<file path="config.mk">
export PLATFORM = sky130hd
export DESIGN_NAME = four_digit_seven_segment_scanner
export DESIGN_NICKNAME = d
export VERILOG_FILES = /design/src/rtl/core/fdss_pkg.sv /design/src/rtl/core/fdss_front.sv /design/src/rtl/core/fdss_queue.sv /design/src/rtl/core/fdss_back.sv /design/src/rtl/core/four_digit_seven_segment_scanner.sv
export SDC_FILE = /design/constraint.sdc
export NUM_CORES = 1
export LEC_CHECK = 0
export BUFFER_PORTS_ARGS = -buffer_cell sky130_fd_sc_hd__buf_2
export CAP_MARGIN = 20
export CORE_AREA = 4 4 151 153
export DETAILED_ROUTE_END_ITERATION = 8
export DIE_AREA = 0 0 155 157
export MAX_ROUTING_LAYER = met4
export PLACE_DENSITY = 0.72
export SYNTH_ARGS = -nofsm -noshare
export SYNTH_HDL_FRONTEND = slang
export SYNTH_HIERARCHICAL = 1
export SYNTH_SLANG_ARGS = --single-unit
</file>
<file path="constraint.sdc">
create_clock -name clk -period 5.5 [get_ports clk]
set_clock_uncertainty 0.15 [all_clocks]
set_input_delay 0.825 -clock clk [delete_from_list [all_inputs] [get_ports clk]]
set_output_delay 0.825 -clock clk [all_outputs]
set_load 0.05 [all_outputs]
</file>
<file path="src/rtl/core/fdss_pkg.sv">
// fdss_pkg: shared types, constants and the segment glyph table for the
// four-digit seven-segment scanner. No dependencies.
package fdss_pkg;

  localparam int DIGIT_W  = 4;
  localparam int NUMBER_W = 16;
  localparam int POS_W    = 3;
  localparam int BYTE_W   = 8;

  // Input mode codes
  localparam logic [1:0] MODE_SET_NUMBER = 2'd0;
  localparam logic [1:0] MODE_SET_DIGIT  = 2'd1;
  localparam logic [1:0] MODE_SCAN       = 2'd2;

  // Work carried from the front end to the back end
  typedef enum logic [1:0] {
    CMD_NUMBER,
    CMD_DIGIT,
    CMD_SCAN
  } cmd_kind_t;

  typedef struct packed {
    cmd_kind_t             kind;
    logic [NUMBER_W-1:0]   number;
    logic [POS_W-1:0]      position;
    logic [DIGIT_W-1:0]    digit;
  } cmd_t;

  typedef enum logic [1:0] {
    ST_IDLE,
    ST_SPLIT,
    ST_SCAN
  } back_state_t;

  // Segment bits: bit0 = a ... bit6 = g; non-decimal codes are blank
  function automatic logic [BYTE_W-1:0] seg_glyph(logic [DIGIT_W-1:0] d);
    logic [BYTE_W-1:0] pat;
    unique case (d)
      4'd0:    pat = 8'h3F;
      4'd1:    pat = 8'h06;
      4'd2:    pat = 8'h5B;
      4'd3:    pat = 8'h4F;
      4'd4:    pat = 8'h66;
      4'd5:    pat = 8'h6D;
      4'd6:    pat = 8'h7D;
      4'd7:    pat = 8'h07;
      4'd8:    pat = 8'h7F;
      4'd9:    pat = 8'h6F;
      default: pat = 8'h00;
    endcase
    return pat;
  endfunction

endpackage

</file>
<file path="src/rtl/core/fdss_front.sv">
// fdss_front: decodes input beats into commands, clamps the number and
// drops requests that change nothing. Depends on fdss_pkg.
module fdss_front import fdss_pkg::*; #(
  parameter int DIGIT_COUNT = 4
) (
  input  logic                in_valid,
  output logic                in_ready,
  input  logic [1:0]          mode,
  input  logic [NUMBER_W-1:0] number_value,
  input  logic [POS_W-1:0]    digit_position,
  input  logic [DIGIT_W-1:0]  digit_value,
  input  logic                q_full,
  output logic                q_push,
  output cmd_t                q_cmd
);

  // Largest value the digits can show; the 16-bit input never needs more
  // than five digits
  function automatic int unsigned max_shown(int n);
    int unsigned lim;
    lim = 1;
    for (int k = 0; k < 8; k++) begin
      if (k < n && lim <= 65536) lim = lim * 10;
    end
    return lim - 1;
  endfunction

  localparam int unsigned MAX_SHOWN = max_shown(DIGIT_COUNT);
  localparam logic [NUMBER_W:0] MAX_WIDE = (NUMBER_W+1)'(MAX_SHOWN);

  logic keep;
  logic clamp;

  assign in_ready = !q_full;
  assign clamp    = {1'b0, number_value} > MAX_WIDE;

  always_comb begin
    keep          = 1'b0;
    q_cmd.kind     = CMD_SCAN;
    q_cmd.number   = clamp ? MAX_WIDE[NUMBER_W-1:0] : number_value;
    q_cmd.position = digit_position;
    q_cmd.digit    = digit_value;
    unique case (mode)
      MODE_SET_NUMBER: begin
        keep       = 1'b1;
        q_cmd.kind = CMD_NUMBER;
      end
      MODE_SET_DIGIT: begin
        keep       = (32'(digit_position) < DIGIT_COUNT) && (digit_value < 4'd10);
        q_cmd.kind = CMD_DIGIT;
      end
      MODE_SCAN: begin
        keep       = 1'b1;
        q_cmd.kind = CMD_SCAN;
      end
      default: keep = 1'b0;
    endcase
  end

  assign q_push = in_valid && in_ready && keep;

endmodule

</file>
<file path="src/rtl/core/fdss_queue.sv">
// fdss_queue: two-entry command queue between front and back end.
// Depends on fdss_pkg.
module fdss_queue import fdss_pkg::*; (
  input  logic clk,
  input  logic rst,
  input  logic push,
  input  cmd_t push_cmd,
  output logic full,
  input  logic pop,
  output logic not_empty,
  output cmd_t head
);

  cmd_t       entry [2];
  logic       wr_ptr;
  logic       rd_ptr;
  logic [1:0] count;

  assign full      = count == 2'd2;
  assign not_empty = count != 2'd0;
  assign head      = entry[rd_ptr];

  always_ff @(posedge clk) begin
    if (push) entry[wr_ptr] <= push_cmd;
  end

  always_ff @(posedge clk) begin
    if (rst) begin
      wr_ptr <= 1'b0;
      rd_ptr <= 1'b0;
      count  <= 2'd0;
    end else begin
      if (push) wr_ptr <= !wr_ptr;
      if (pop)  rd_ptr <= !rd_ptr;
      count <= count + 2'(push) - 2'(pop);
    end
  end

  a_no_overflow: assert property (@(posedge clk) disable iff (rst) !(push && full))
    else $error("queue push while full");
  a_no_underflow: assert property (@(posedge clk) disable iff (rst) !(pop && !not_empty))
    else $error("queue pop while empty");
  a_count_range: assert property (@(posedge clk) disable iff (rst)
                                  (push && !pop && !full) |=> count == $past(count) + 2'd1)
    else $error("queue count lost a push");

endmodule

</file>
<file path="src/rtl/core/fdss_back.sv">
// fdss_back: digit store, decimal split (one digit per cycle) and scan
// sequencer with output register. Depends on fdss_pkg.
module fdss_back import fdss_pkg::*; #(
  parameter int DIGIT_COUNT = 4
) (
  input  logic               clk,
  input  logic               rst,
  input  logic               common_anode,
  input  logic               q_valid,
  input  cmd_t               q_cmd,
  output logic               q_pop,
  output logic               out_valid,
  input  logic               out_ready,
  output logic [BYTE_W-1:0]  digit_select,
  output logic [BYTE_W-1:0]  segment_pattern,
  output logic               last_digit
);

  localparam int IDX_W = (DIGIT_COUNT > 1) ? $clog2(DIGIT_COUNT) : 1;
  localparam logic [IDX_W-1:0]  LAST_IDX    = IDX_W'(DIGIT_COUNT - 1);
  localparam logic [BYTE_W-1:0] LAST_SELECT = BYTE_W'(8'h80 >> (DIGIT_COUNT - 1));
  localparam logic [16:0]       RECIP_10    = 17'd52429;  // 2^19 / 10, rounded up

  back_state_t         state, state_next;
  logic [DIGIT_W-1:0]  store [DIGIT_COUNT];
  logic [IDX_W-1:0]    cnt;
  logic [NUMBER_W-1:0] work;

  logic                slot_free;
  logic                load_out;
  logic                wr_en;
  logic [IDX_W-1:0]    wr_idx;
  logic [DIGIT_W-1:0]  wr_data;
  logic [32:0]         product;
  logic [NUMBER_W-1:0] quot;
  logic [NUMBER_W-1:0] rem_wide;
  logic [BYTE_W-1:0]   pat;

  // x / 10 by reciprocal, exact for every 16-bit x
  assign product  = {17'd0, work} * {16'd0, RECIP_10};
  assign quot     = NUMBER_W'(product >> 19);
  assign rem_wide = work - ((quot << 3) + (quot << 1));

  assign slot_free = !out_valid || out_ready;
  assign pat       = seg_glyph(store[cnt]);

  // next state
  always_comb begin
    state_next = state;
    unique case (state)
      ST_IDLE: begin
        if (q_valid) begin
          unique case (q_cmd.kind)
            CMD_NUMBER: state_next = ST_SPLIT;
            CMD_SCAN:   state_next = ST_SCAN;
            default:    state_next = ST_IDLE;
          endcase
        end
      end
      ST_SPLIT: if (cnt == '0) state_next = ST_IDLE;
      ST_SCAN:  if (slot_free && cnt == LAST_IDX) state_next = ST_IDLE;
      default:  state_next = ST_IDLE;
    endcase
  end

  // outputs of the sequencer
  always_comb begin
    q_pop    = 1'b0;
    load_out = 1'b0;
    wr_en    = 1'b0;
    wr_idx   = cnt;
    wr_data  = rem_wide[DIGIT_W-1:0];
    unique case (state)
      ST_IDLE: begin
        q_pop = q_valid;
        if (q_valid && q_cmd.kind == CMD_DIGIT) begin
          wr_en   = 1'b1;
          wr_idx  = q_cmd.position[IDX_W-1:0];
          wr_data = q_cmd.digit;
        end
      end
      ST_SPLIT: wr_en = 1'b1;
      ST_SCAN:  load_out = slot_free;
      default:  q_pop = 1'b0;
    endcase
  end

  always_ff @(posedge clk) begin
    if (rst) begin
      state <= ST_IDLE;
      cnt   <= '0;
    end else begin
      state <= state_next;
      if (state == ST_IDLE && q_valid) begin
        cnt <= (q_cmd.kind == CMD_NUMBER) ? LAST_IDX : '0;
      end else if (state == ST_SPLIT) begin
        cnt <= cnt - 1'b1;
      end else if (load_out && cnt != LAST_IDX) begin
        cnt <= cnt + 1'b1;
      end
    end
  end

  always_ff @(posedge clk) begin
    if (state == ST_IDLE && q_valid) work <= q_cmd.number;
    else if (state == ST_SPLIT)      work <= quot;
  end

  always_ff @(posedge clk) begin
    if (rst) begin
      for (int k = 0; k < DIGIT_COUNT; k++) store[k] <= '0;
    end else if (wr_en) begin
      store[wr_idx] <= wr_data;
    end
  end

  // output register
  always_ff @(posedge clk) begin
    if (rst) begin
      out_valid <= 1'b0;
    end else if (load_out) begin
      out_valid <= 1'b1;
    end else if (out_ready) begin
      out_valid <= 1'b0;
    end
  end

  always_ff @(posedge clk) begin
    if (load_out) begin
      digit_select    <= BYTE_W'(8'h80 >> cnt);
      segment_pattern <= common_anode ? ~pat : pat;
      last_digit      <= cnt == LAST_IDX;
    end
  end

  a_scan_loads: assert property (@(posedge clk) disable iff (rst)
                                 (state == ST_SCAN && slot_free) |=> out_valid)
    else $error("scan step did not produce a beat");
  a_last_select: assert property (@(posedge clk) disable iff (rst)
                                  (out_valid && last_digit) |-> digit_select == LAST_SELECT)
    else $error("last beat carries wrong digit select");
  a_no_pop_busy: assert property (@(posedge clk) disable iff (rst)
                                  q_pop |-> state == ST_IDLE)
    else $error("command taken while back end busy");

endmodule

</file>
<file path="src/rtl/core/four_digit_seven_segment_scanner.sv">
// four_digit_seven_segment_scanner: top level of the multiplexed display
// scanner. Depends on fdss_pkg, fdss_front, fdss_queue, fdss_back.
//
//   channel | handshake              | payload
//   --------+------------------------+------------------------------------------
//   in      | in_valid / in_ready    | mode, number_value, digit_position,
//           |                        | digit_value
//   out     | out_valid / out_ready  | digit_select, segment_pattern, last_digit
//   cfg     | cfg_write_en           | cfg_write_data (common_anode)
//
// A command reaches the back end through the queue. Set-digit is written as
//   the command is taken; set-number takes the command, then one digit a cycle
//   from the divide-by-10 unit; scan takes the command, then one beat per cycle
//   into the output register while free.
// Front end accepts into a two-entry command queue, so input is taken while
//   the back end works; mode 3 and out-of-range set-digit beats are dropped.
// Reset (rst, synchronous): digit store cleared to zeros, common cathode.
// A stalled output holds the scan sequencer; the queue then fills and
//   in_ready drops.
module four_digit_seven_segment_scanner import fdss_pkg::*; #(
  parameter int DIGIT_COUNT = 4
) (
  input  logic                clk,
  input  logic                rst,
  input  logic                cfg_write_en,
  input  logic                cfg_write_data,
  input  logic                in_valid,
  output logic                in_ready,
  input  logic [1:0]          mode,
  input  logic [NUMBER_W-1:0] number_value,
  input  logic [POS_W-1:0]    digit_position,
  input  logic [DIGIT_W-1:0]  digit_value,
  output logic                out_valid,
  input  logic                out_ready,
  output logic [BYTE_W-1:0]   digit_select,
  output logic [BYTE_W-1:0]   segment_pattern,
  output logic                last_digit
);

  logic common_anode;
  logic q_full;
  logic q_push;
  logic q_pop;
  logic q_valid;
  cmd_t push_cmd;
  cmd_t head_cmd;

  // polarity register, to be written only while idle; the block itself does not enforce this
  always_ff @(posedge clk) begin
    if (rst) begin
      common_anode <= 1'b0;
    end else if (cfg_write_en) begin
      common_anode <= cfg_write_data;
    end
  end

  fdss_front #(
    .DIGIT_COUNT(DIGIT_COUNT)
  ) u_front (
    .in_valid       (in_valid),
    .in_ready       (in_ready),
    .mode           (mode),
    .number_value   (number_value),
    .digit_position (digit_position),
    .digit_value    (digit_value),
    .q_full         (q_full),
    .q_push         (q_push),
    .q_cmd          (push_cmd)
  );

  fdss_queue u_queue (
    .clk       (clk),
    .rst       (rst),
    .push      (q_push),
    .push_cmd  (push_cmd),
    .full      (q_full),
    .pop       (q_pop),
    .not_empty (q_valid),
    .head      (head_cmd)
  );

  // back end owns the digit store and the output register
  fdss_back #(
    .DIGIT_COUNT(DIGIT_COUNT)
  ) u_back (
    .clk             (clk),
    .rst             (rst),
    .common_anode    (common_anode),
    .q_valid         (q_valid),
    .q_cmd           (head_cmd),
    .q_pop           (q_pop),
    .out_valid       (out_valid),
    .out_ready       (out_ready),
    .digit_select    (digit_select),
    .segment_pattern (segment_pattern),
    .last_digit      (last_digit)
  );

endmodule

</file>
# Word level (Yosys, flattened, before mapping)
# Memory sizes are Yosys's and may differ from the RTL's. A register that Yosys moved wholly into a read port is not among the register bits.
# Index checks and enable logic that the tools add are counted.
# totals
regBits	43
ramBits	66
mem_bits_ro	112
inputBits	31
wordCells	100
memories	3
# memory_table
name	words	word_bits	read_ports	rd_clocked_by_memory_dff	write_ports	line_no	rtl
(name not given)	16	7	1	0	0	fdss_pkg.sv:38	unique case (d)
u_queue.entry	2	25	1	1	1	fdss_queue.sv:14	cmd_t entry [2];
u_back.store	4	4	1	1	4	fdss_back.sv:25	logic [DIGIT_W-1:0] store [DIGIT_COUNT];
# op_classes
add_sub_neg	6
mul	1
magnitude_cmp	3
n_eq_ne	12
n_shift	1
mux	39
n_bitwise	1
n_reduce_logical	23
# ops
operator	n
$mux 16	3
$mul 16x16->32 const B	1
$mux 2	12
$gt 16x14->1 const B	1
$mux 1	15
$mux 4	3
$eq 2x2->1 const B	5
$logic_not 2->1	4
$mux 8	1
$not 8->8	1
$pmux 2 s2	2
$shr 8x2->8 const A	1
$logic_and 1x1->1	7
$eq 2x1->1 const B	3
$ne 2x1->1 const B	3
$pmux 2 s3	1
$reduce_bool 2->1	3
$add 4x4->4	1
$logic_not 1->1	4
$lt 4x4->1 const B	1
$pmux 1 s2	2
$reduce_or 4->1	1
$sub 4x4->4	1
$lt 3x3->1 const B	1
other kinds (9)	9

# Logic depth before layout (Yosys ltp)
# Gate-level depths: netlist of the first run.
# depth
word_depth	9
ltp_mapped	24
mapped_depth_nobuf	24

# Hierarchy
# The synthesis of the first run kept the hierarchy.
# by_module_without_submodules
module	instances	cells_each	area_each_um2	seq_area_each_um2
fdss_back	1	703	7055.5	1491.4
fdss_queue	1	99	2128.3	1601.5
fdss_front	1	41	250.2	0.0
four_digit_seven_segment_scanner	1	3	33.8	20.0

# Worst setup path before layout of the first run
# OpenSTA, ideal clock, no wires.
# synth_timing
kind	reg-to-reg
start	register u_back.work[7]
end	memory u_back.store[1][3] (data pin)
arrival_time_ns	5.685
required_time_ns	5.182
slack_ns	-0.503
path_stages_with_launch	22
n_path_buf	0
path_cell_list	edfxtp_1 > ha_1 > inv_1 > fa_1 > inv_1 > fa_1 > fa_1 > fa_1 > inv_1 > fa_1 > inv_1 > ha_1 > a21oi_1 > o21ai_2 > nor3_1 > nor2_4 > nand2_1 > xnor2_1 > ha_1 > a211o_1 > xnor3_2 > a211oi_1
# synth_rtl
element	line_no	rtl
from (decl)	fdss_back.sv:27	logic [NUMBER_W-1:0] work;
from (signal assigned)	fdss_back.sv:105	if (state == ST_IDLE && q_valid) work <= q_cmd.number;
from (signal assigned)	fdss_back.sv:106	else if (state == ST_SPLIT) work <= quot;
to (decl)	fdss_back.sv:25	

# Worst setup path after layout of the first run
# layout_timing
start	register u_back.work[3]
end	register u_back.work[7] (data pin)
# layout_via
elab_chain_cells	3
# layout_lines
element	line_no	rtl
$mul 16x16->32	fdss_back.sv:40	assign product = {17'd0, work} * {16'd0, RECIP_10};
$mux 16	fdss_back.sv:106	
$mux 16	fdss_back.sv:105	
# No other way between the ends. The select of a mux whose other input is x is not followed.
# A chain may end at the register's enable or synchronous reset.

==> results by group, run 1 <==
Run status
  • Status: finished with violations
  • Failing checks: setup timing

Worst setup path
  • Crit path DAT: between 5 and 6 ns
  • Crit path launch: u_back/work[3]
  • Top delay family on crit path: adder cells
  • CP max stage cell: fa_1
  • Crit-path max FO: 4
  • Max stage delay on crit path: between 0.5 and 0.6 ns
  • CP Capture Point: u_back/work[7]
  • Reg2Reg Depth: 23
  • Worst path buffer plus inverter count: 9
  • R2R Path End: u_back/work[7]
  • R2r setup slk: -0.43 ns
  • Crit-path cells: buf_6 > ha_4 > inv_2 > fa_1 > inv_1 > fa_1 > fa_1 > fa_1 > inv_1 > fa_1 > inv_2 > ha_4 > a21oi_4 > o21ai_4 > buf_4 > buf_6 > o31ai_4 > buf_6 > nor3_4 > buf_4 > or4_4 > nand2_2 > a21oi_2
  • CP Capture Type: register
  • Kind of critical path: reg2reg
  • Most frequent CP cell: fa_1
  • WP data required: 5.42 ns
  • Cell depth of the worst setup path: 23
  • FF-to-FF Start: u_back/work[3]
  • CP Launch Type: register

Placed design
  • Post-DP HPWL: between 15 and 20 mm
  • Worst slack, placed: -0.510 ns
  • RD Place Congestion: 0.935
  • Cell Area, Placed: between 10000 and 15000 µm²
  • PortBufs: 45

Timing
  • WHS: 0.372 ns
  • Final Max Tran Viols: 0
  • Tcrit/Tclk final: 108%
  • Final worst slack: -0.427 ns
  • Setup violators final: 21
  • Hold Vio Cnt, Final: 0
  • Worst slew pin tran: 0.842 ns
  • Max Freq: approximately 170 MHz
  • Crit path time final: 5.93 ns
  • RSZ-0062 raised after global routing: yes
  • Rel. slew slack: 43.3%
  • Total Neg Setup Slack: -6.12 ns

Detailed routing
  • Post-route ant nets: 0
  • Final wirelength: 20.5 mm
  • DR pass1 iterations: 5
  • Wire per inst: ~16 µm
  • DR WL met3: 610 µm
  • DRT met1 WL: 9.11 mm
  • DR top layer: met4
  • Vias per cell: 4.98
  • DRT iter0 DRCs: 269
  • Remaining routing DRC violations: 0
  • Metal2 WL: 10.3 mm
  • Total number of vias: around 6300

Clock network
  • Skew-Pair Late Insertion Delay: 0.35 ns
  • Root buf cell: clkbuf_16
  • CTS Buffer Depth: 2
  • Htree depth: 3
  • CTS tree: done
  • Cts bufs inserted: 9
  • CTS Sinks: 106
  • Clock slew at reported path FFs: 0.07 ns

Global routing
  • Largest net degree at the start of global routing: 25
  • Total grt overflow: 0
  • First-pass GRT wire length: 32.7 mm
  • Number of global-route vias before repair: about 6600
  • Initial antenna violation count: 0
  • GRT Total Usage: between 10% and 20%

Die
  • Std cell rows: 54
  • Height of the chip: 157 µm
  • Full die area: approximately 24000 µm²
  • Starting Density: between 40% and 50%
  • Die Wd: ~160 µm
  • Top-Level Pins: 50
  • Core area: 21600 µm²

Synthesis
  • Synthesized cell area: ~9400 µm²
  • Yosys warns: 6
  • Cell count after synthesis: about 840
  • Syn avg cell area: 11.1 µm²

Finish
  • Fin area: 11400 µm²
  • Share of layout cells above drive strength 1: 29.3%
  • Synthesis-to-finish area growth: 21.9%
  • Final net count: 1231
  • Inserted Diodes: 0

Hold path
  • Class of the worst hold path: reg2reg

Run
  • Max-cap violations: 0
[area by class of cell]
type,instances,area [µm²]
Inverter,189,712
Tap cell,280,350
Fill cell,1748,10100
Multi-Input combinational cell,528,6010
Clock inverter,6,61.3
Clock buffer,10,229
Sequential cell,106,3050
Timing Repair Buffer,145,1020
[metrics by stage]
stage | cells | util, %
finish | 1264 | 53.1
global route | 1264 | 53.1
CTS | 1251 | 51.2
detailed placement | 1222 | 48.9
global placement | 1221 | 48.8
floorplan | 846 | -
[worst min-delay path by stage]
stage | start | to | slack, ns | cells after the start
3_3_place_gp | u_queue/rd_ptr | register | 0.34 | 2
3_5_place_dp | u_queue/rd_ptr | register | 0.35 | 2
6_report | u_back/out_valid | u_back/out_valid | 0.37 | 2
4_1_cts | u_back/out_valid | u_back/out_valid | 0.37 | 2
5_1_grt | u_back/out_valid | u_back/out_valid | 0.39 | 2
2_1_floorplan | common_anode | u_back/segment_pattern[7] | 0.28 | 0
[cell usage in the layout, fill, tap and decap left out, types with 6 or more instances in the layout]
master     instances
a21oi_1           21
fa_1              78
ha_1             115
nor3b_1            7
dfxtp_1           13
conb_1             6
o22ai_1            6
buf_4             92
buf_2             45
nor2b_1            8
nor2_1            41
or3_1              7
xnor2_1           11
ha_4              21
buf_6              7
o21ai_0           12
nor3_1             7
nand2_1           36
clkbuf_16          9
mux2_2             6
xor2_1             8
inv_1            176
mux2_4            19
and2_1             7
edfxtp_1          93
inv_2             11
[sequential cells by signal, summed over array words and instances (netlist names), named ones only]
| name | count |
|---|---|
| u_back/cnt | 2 |
| u_back/store | 16 |
| u_queue/count | 2 |
| u_back/work | 16 |
| u_back/out_valid | 1 |
| u_queue/entry | 48 |
| common_anode | 1 |
| u_queue/wr_ptr | 1 |
| u_queue/rd_ptr | 1 |
| u_back/segment_pattern | 8 |
| u_back/state | 2 |
| u_back/last_digit | 1 |
| u_back/digit_select | 4 |
[worst reg2reg max path: stages, from the launching register on]
cell and delay [ns]:
edfxtp_1 0.44, buf_6 0.15, ha_4 0.26, inv_2 0.04, fa_1 0.51, inv_1 0.06
fa_1 0.53, fa_1 0.43, fa_1 0.49, inv_1 0.05, fa_1 0.50, inv_2 0.05
ha_4 0.23, a21oi_4 0.14, o21ai_4 0.10, buf_4 0.15, buf_6 0.12, o31ai_4 0.25
buf_6 0.14, nor3_4 0.05, buf_4 0.14, or4_4 0.49, nand2_2 0.10, a21oi_2 0.07
[per-layer routing]
layer  vias to the layer above  GRT usage [%]
met1                      3082           22.7
met5                         -              -
met3                        39           1.70
li1                       3035              -
met4                         0           5.89
met2                       145           28.6
[timing repair]
| action | 4_1_cts | 5_1_grt |
|---|---|---|
| setup endpoints to repair | 23 | 24 |
| gates resized for setup | 26 | 55 |
| pin swaps | 23 | 37 |
| hold buffers | 0 | 0 |
| buffers inserted | 13 | 13 |
Power of run 1 is left out: the tool's default activity adds up to more than one toggle a clock period on the data nets, which glitch-free logic cannot reach.
==> run 2, diff against run 1 <==
--- a/config.mk
+++ b/config.mk
@@ -11,7 +11,7 @@
 export DETAILED_ROUTE_END_ITERATION = 8
 export DIE_AREA = 0 0 155 157
 export MAX_ROUTING_LAYER = met4
-export PLACE_DENSITY = 0.72
+export PLACE_DENSITY = 0.7
 export SYNTH_ARGS = -nofsm -noshare
 export SYNTH_HDL_FRONTEND = slang
 export SYNTH_HIERARCHICAL = 1
==> constraint.sdc (replaced) <==
create_clock -name clk -period 7.3 [get_ports clk]
set_clock_uncertainty 0.15 [all_clocks]
set_input_delay 1.095 -clock clk [delete_from_list [all_inputs] [get_ports clk]]
set_output_delay 1.095 -clock clk [all_outputs]
set_load 0.05 [all_outputs]
==> run 2 against run 1 <==
  * The flow now finishes without violations
  * Critical path depth is 2 lower
  * Count of clock-buffer cells in the layout decreased by 1
  * Cell area down 11%
  * Hold slack better by 0.014 ns
  * Critical path type unchanged
==> results by group, run 2 (same netlist as run 1, synthesis figures left out) <==
Run status
  • Status: finished clean

Global routing
  • Largest net degree at the start of global routing: 21
  • GRT Total Usage: 15.9%
  • Number of global-route vias before repair: just under 6000
  • First-pass GRT wire length: roughly 30 mm
  • Total grt overflow: 0
  • Initial antenna violation count: 0

Timing
  • Crit path time final: 6.45 ns
  • Rel. slew slack: between 50% and 60%
  • WHS: 0.386 ns
  • Total Neg Setup Slack: 0 ns
  • Tcrit/Tclk final: 88.3%
  • Max Freq: 155 MHz
  • Worst slew pin tran: 0.691 ns
  • Hold Vio Cnt, Final: 0
  • Setup violators final: 0
  • Final Max Tran Viols: 0
  • RSZ-0062 raised after global routing: no

Clock network
  • Setup repair bufs after CTS: 0
  • Skew-Pair Late Insertion Delay: 0.36 ns
  • Cts bufs inserted: 9
  • Htree depth: 3
  • CTS Hold Bufs: 0
  • CTS Sinks: about 110
  • Clock slew at reported path FFs: 0.07 ns
  • Cts repair resizes: 0
  • CTS tree: done
  • Root buf cell: clkbuf_16
  • CTS Buffer Depth: 2

Die
  • Height of the chip: 157 µm
  • Starting Density: between 40% and 50%
  • Core area: 21600 µm²
  • Top-Level Pins: 50
  • Std cell rows: 54
  • Die Wd: 155 µm
  • Full die area: 24300 µm²

Finish
  • Share of layout cells above drive strength 1: between 10% and 20%
  • Biggest register: u_queue/entry
  • Layout Cells excl Fill: 1169
  • Biggest regs: u_queue/entry: 48 flops, u_back/store: 16 flops, u_back/work: 16 flops
  • Final net count: about 1100
  • Synthesis-to-finish area growth: 8.17%
  • Inserted Diodes: 0
  • Max reg flops: between 40 and 50
  • Commonest non-fill, non-tap cell in the layout: inv_1
  • Fin area: 10200 µm²
  • Most frequent cells in the layout: inv_1 (188), ha_1 (141), edfxtp_1 (93)

Detailed routing
  • Vias per cell: 4.93
  • Remaining routing DRC violations: 0
  • DR pass1 iterations: 5
  • Total number of vias: between 5000 and 6000
  • Wire per inst: 15.3 µm
  • Post-route ant nets: 0
  • Final wirelength: 17.9 mm
  • DRT iter0 DRCs: 287

Worst setup path
  • Top delay family on crit path: adder cells
  • CP Launch Type: register
  • CP max stage cell: edfxtp_1
  • Crit path DAT: 6.47 ns
  • Max stage delay on crit path: 0.54 ns
  • Crit-path cells: ha_1 > inv_1 > fa_1 > inv_1 > fa_1 > fa_1 > fa_1 > inv_1 > fa_1 > inv_1 > ha_1 > nand2_1 > o21ai_2 > nor3_1 > nor2_4 > nand2_1 > xnor2_1 > ha_1 > a211o_1 > xnor3_2 > a211oi_1
  • Most frequent CP cell: fa_1
  • Kind of critical path: reg2reg
  • Crit-path max FO: 6
  • Worst path buffer plus inverter count: 4
  • WP data required: 7.33 ns
  • CP Capture Type: register

Placed design
  • PortBufs: 45
  • Post-DP HPWL: 15.2 mm
  • Cell Area, Placed: between 9000 and 10000 µm²
  • Dpl cells: 1153
  • RD Place Congestion: 0.966

Run
  • Max-cap violations: 0

Hold path
  • Class of the worst hold path: reg2reg
==> run 2: changes by cell type in the layout (fill, tap and decap cells not counted), sizes merged <==
cell / delta
buf: -95
clkbuf: -1
inv: +2
clkinv: -1
==> run 2: final cells by class <==
cell class	instances	area (µm²)
repair buffers	50	283
well taps	280	350
multi-input cells	528	5460
inverters	189	709
flip-flops and latches	106	3050
fillers	1893	11400
clock buffers	9	225
clock inverters	7	70.1
==> run 2: final timing paths <==
| check | start | cells after the start | to | slack, ns |
|---|---|---|---|---|
| max reg2reg | u_back/work[3] | 21 | u_back/store[2][3] | 0.85 |
| max | u_back/work[3] | 21 | u_back/store[2][3] | 0.85 |
| min | u_queue/rd_ptr | 2 | register | 0.39 |
| min reg2reg | u_queue/rd_ptr | 2 | register | 0.39 |
==> run 2: metrics by stage <==
stage | setup WS [ns] | utilization, %
floorplan | 1.30 | -
global placement | 0.993 | 45.6
detailed placement | 0.897 | 45.7
CTS | 0.843 | 47.1
global route | 0.511 | 47.1
finish | 0.852 | 47.1
==> run 2: metal layers <==
| metal | global-route usage (%) | wire [µm] | vias to the layer above |
|---|---|---|---|
| met5 | - | 0 | - |
| met4 | 3.53 | 240 | 0 |
| met3 | 2.25 | 796 | 18 |
| met2 | 26.5 | 8780 | 122 |
| met1 | 20.9 | 8110 | 2768 |
| li1 | - | - | 2853 |
==> run 2: worst min-delay path, stage by stage, from the launching register on <==
cell     delay (ns)
dfxtp_1        0.33
xnor2_1        0.09
nor2_1         0.08
Power of run 2 is left out for the same reason.
==> run 3, diff against run 2 <==
--- a/config.mk
+++ b/config.mk
@@ -12,6 +12,7 @@
 export DIE_AREA = 0 0 155 157
 export MAX_ROUTING_LAYER = met4
 export PLACE_DENSITY = 0.7
+export RECOVER_POWER = 25
 export SYNTH_ARGS = -nofsm -noshare
 export SYNTH_HDL_FRONTEND = slang
 export SYNTH_HIERARCHICAL = 1
==> run 3 against run 2 <==
  * Core utilization down 0.070 points
  * Global-route usage unchanged
  * Cell area down 0.15%
  * Final cell count unchanged
  * Die area unchanged
  * Critical path type unchanged
  * Wire length up 0.13%
  * Flip-flop and latch count unchanged
  * Critical path depth unchanged
  * Worst setup slack better by 0.0012 ns
  * Sequential share of layout area about the same
==> results by group, run 3 (same netlist as run 1, synthesis figures left out) <==
Run status
  • Status: finished clean

Clock network
  • Setup repair bufs after CTS: 0
  • CTS Sinks: 106
  • Cts repair resizes: 0
  • Clock slew at reported path FFs: 0.07 ns
  • Htree depth: 3
  • Cts bufs inserted: 9
  • CTS tree: done
  • Skew-Pair Late Insertion Delay: 0.36 ns
  • Root buf cell: clkbuf_16
  • CTS Hold Bufs: 0
  • CTS Buffer Depth: 2

Finish
  • Synthesis-to-finish area growth: 8.01%
  • Share of layout cells above drive strength 1: 11.7%
  • Inserted Diodes: 0
  • Final net count: between 1000 and 1500
  • Max reg flops: 48
  • Register area: between 3000 and 4000 µm²
  • Biggest regs: u_queue/entry: 48 flops, u_back/store: 16 flops, u_back/work: 16 flops
  • Layout Cells excl Fill: approximately 1200
  • Area of the multi-input gates: 5460 µm²
  • Commonest non-fill, non-tap cell in the layout: inv_1
  • Biggest register: u_queue/entry
  • Most frequent cells in the layout: inv_1 (188), ha_1 (141), edfxtp_1 (93)
  • Filler cells: 1898

Timing
  • Hold Vio Cnt, Final: 0
  • Rel. slew slack: between 30% and 40%
  • Final worst slack: 0.853 ns
  • Setup violators final: 0
  • Final Max Tran Viols: 0
  • Max Freq: 155 MHz
  • Worst slew pin tran: 1.02 ns
  • Crit path time final: 6.45 ns
  • Tcrit/Tclk final: between 80 and 90%
  • RSZ-0062 raised after global routing: no
  • Total Neg Setup Slack: 0 ns

Global routing
  • Total grt overflow: 0
  • Largest net degree at the start of global routing: 21
  • Initial antenna violation count: 0
  • First-pass GRT wire length: 30.0 mm
  • GRT Total Usage: between 15 and 20%
  • Number of global-route vias before repair: ~5900

Detailed routing
  • Total number of vias: 5777
  • DRT iter0 DRCs: 293
  • Final wirelength: 17.9 mm
  • Remaining routing DRC violations: 0
  • DR pass1 iterations: 5
  • Post-route ant nets: 0
  • Wire per inst: about 15 µm
  • Vias per cell: 4.94

Worst setup path
  • Max stage delay on crit path: 0.54 ns
  • CP Capture Type: register
  • Most frequent CP cell: fa_1
  • CP Capture Point: u_back/store[2][3]
  • R2R Path End: u_back/store[2][3]
  • R2r setup slk: 0.85 ns
  • CP Launch Type: register
  • Kind of critical path: reg2reg
  • WP data required: 7.33 ns
  • Crit path DAT: 6.47 ns
  • Crit-path cells: ha_1 > inv_1 > fa_1 > inv_1 > fa_1 > fa_1 > fa_1 > inv_1 > fa_1 > inv_1 > ha_1 > nand2_1 > o21ai_2 > nor3_1 > nor2_4 > nand2_1 > xnor2_1 > ha_1 > a211o_1 > xnor3_2 > a211oi_1
  • CP max stage cell: edfxtp_1
  • Crit path launch: u_back/work[3]
  • Crit-path max FO: 6
  • Cell depth of the worst setup path: 21
  • Top delay family on crit path: adder cells
  • Reg2Reg Depth: 21
  • FF-to-FF Start: u_back/work[3]
  • Worst path buffer plus inverter count: 4

Die
  • Std cell rows: 54
  • Starting Density: 43.5%
  • Core area: ~22000 µm²
  • Top-Level Pins: 50
  • Die Wd: roughly 160 µm
  • Full die area: 24300 µm²
  • Height of the chip: 157 µm

Run
  • Max-cap violations: 0

Placed design
  • RD Place Congestion: 0.966
  • PortBufs: 45
  • Post-DP HPWL: about 15 mm
  • Dpl cells: 1153
  • Worst slack, placed: between 0.8 and 0.9 ns

Hold path
  • Class of the worst hold path: reg2reg
==> run 3: worst reg2reg max path: stages (launching register included) <==
cell and delay, ns:
edfxtp_1 0.54, ha_1 0.42, inv_1 0.08, fa_1 0.51
inv_1 0.06, fa_1 0.50, fa_1 0.52, fa_1 0.54
inv_1 0.05, fa_1 0.53, inv_1 0.04, ha_1 0.26
nand2_1 0.07, o21ai_2 0.33, nor3_1 0.14, nor2_4 0.16
nand2_1 0.08, xnor2_1 0.20, ha_1 0.29, a211o_1 0.28
xnor3_2 0.26, a211oi_1 0.26
==> run 3: worst min path at each step <==
stage	start	to	slack [ns]	cells past startpoint
6_report	u_queue/rd_ptr	register	0.39	2
5_1_grt	u_back/out_valid	u_back/out_valid	0.43	2
4_1_cts	u_queue/rd_ptr	u_queue/rd_ptr	0.39	2
2_1_floorplan	common_anode	u_back/segment_pattern[7]	0.28	0
3_5_place_dp	u_queue/rd_ptr	u_queue/rd_ptr	0.36	2
3_3_place_gp	u_queue/rd_ptr	u_queue/rd_ptr	0.35	2
==> run 3: cell type report <==
| cell class | count | share of cell area, % |
|---|---|---|
| timing repair buffer | 50 | 2.64 |
| clock buffer | 9 | 2.22 |
| inverter | 189 | 7.00 |
| clock inverter | 7 | 0.691 |
| tap | 280 | 3.46 |
| sequential | 106 | 30.1 |
| multi-input combinational | 528 | 53.9 |
==> run 3: metal layers <==
layer	vias up	GRT usage, %	wire length [µm]
li1	2851	-	-
met1	2772	20.9	8050
met2	134	26.5	8800
met3	20	2.25	851
met4	0	3.53	249
met5	-	-	0
==> run 3: metrics by stage <==
step | area, µm² | util, % | hold slack [ns]
floorplan | 9400 | - | 0.278
global placement | 9830 | 45.6 | 0.349
detailed placement | 9860 | 45.7 | 0.365
CTS | 10200 | 47.1 | 0.388
global route | 10100 | 47.0 | 0.433
finish | 10100 | 47.0 | 0.386
Power of run 3 is left out for the same reason.
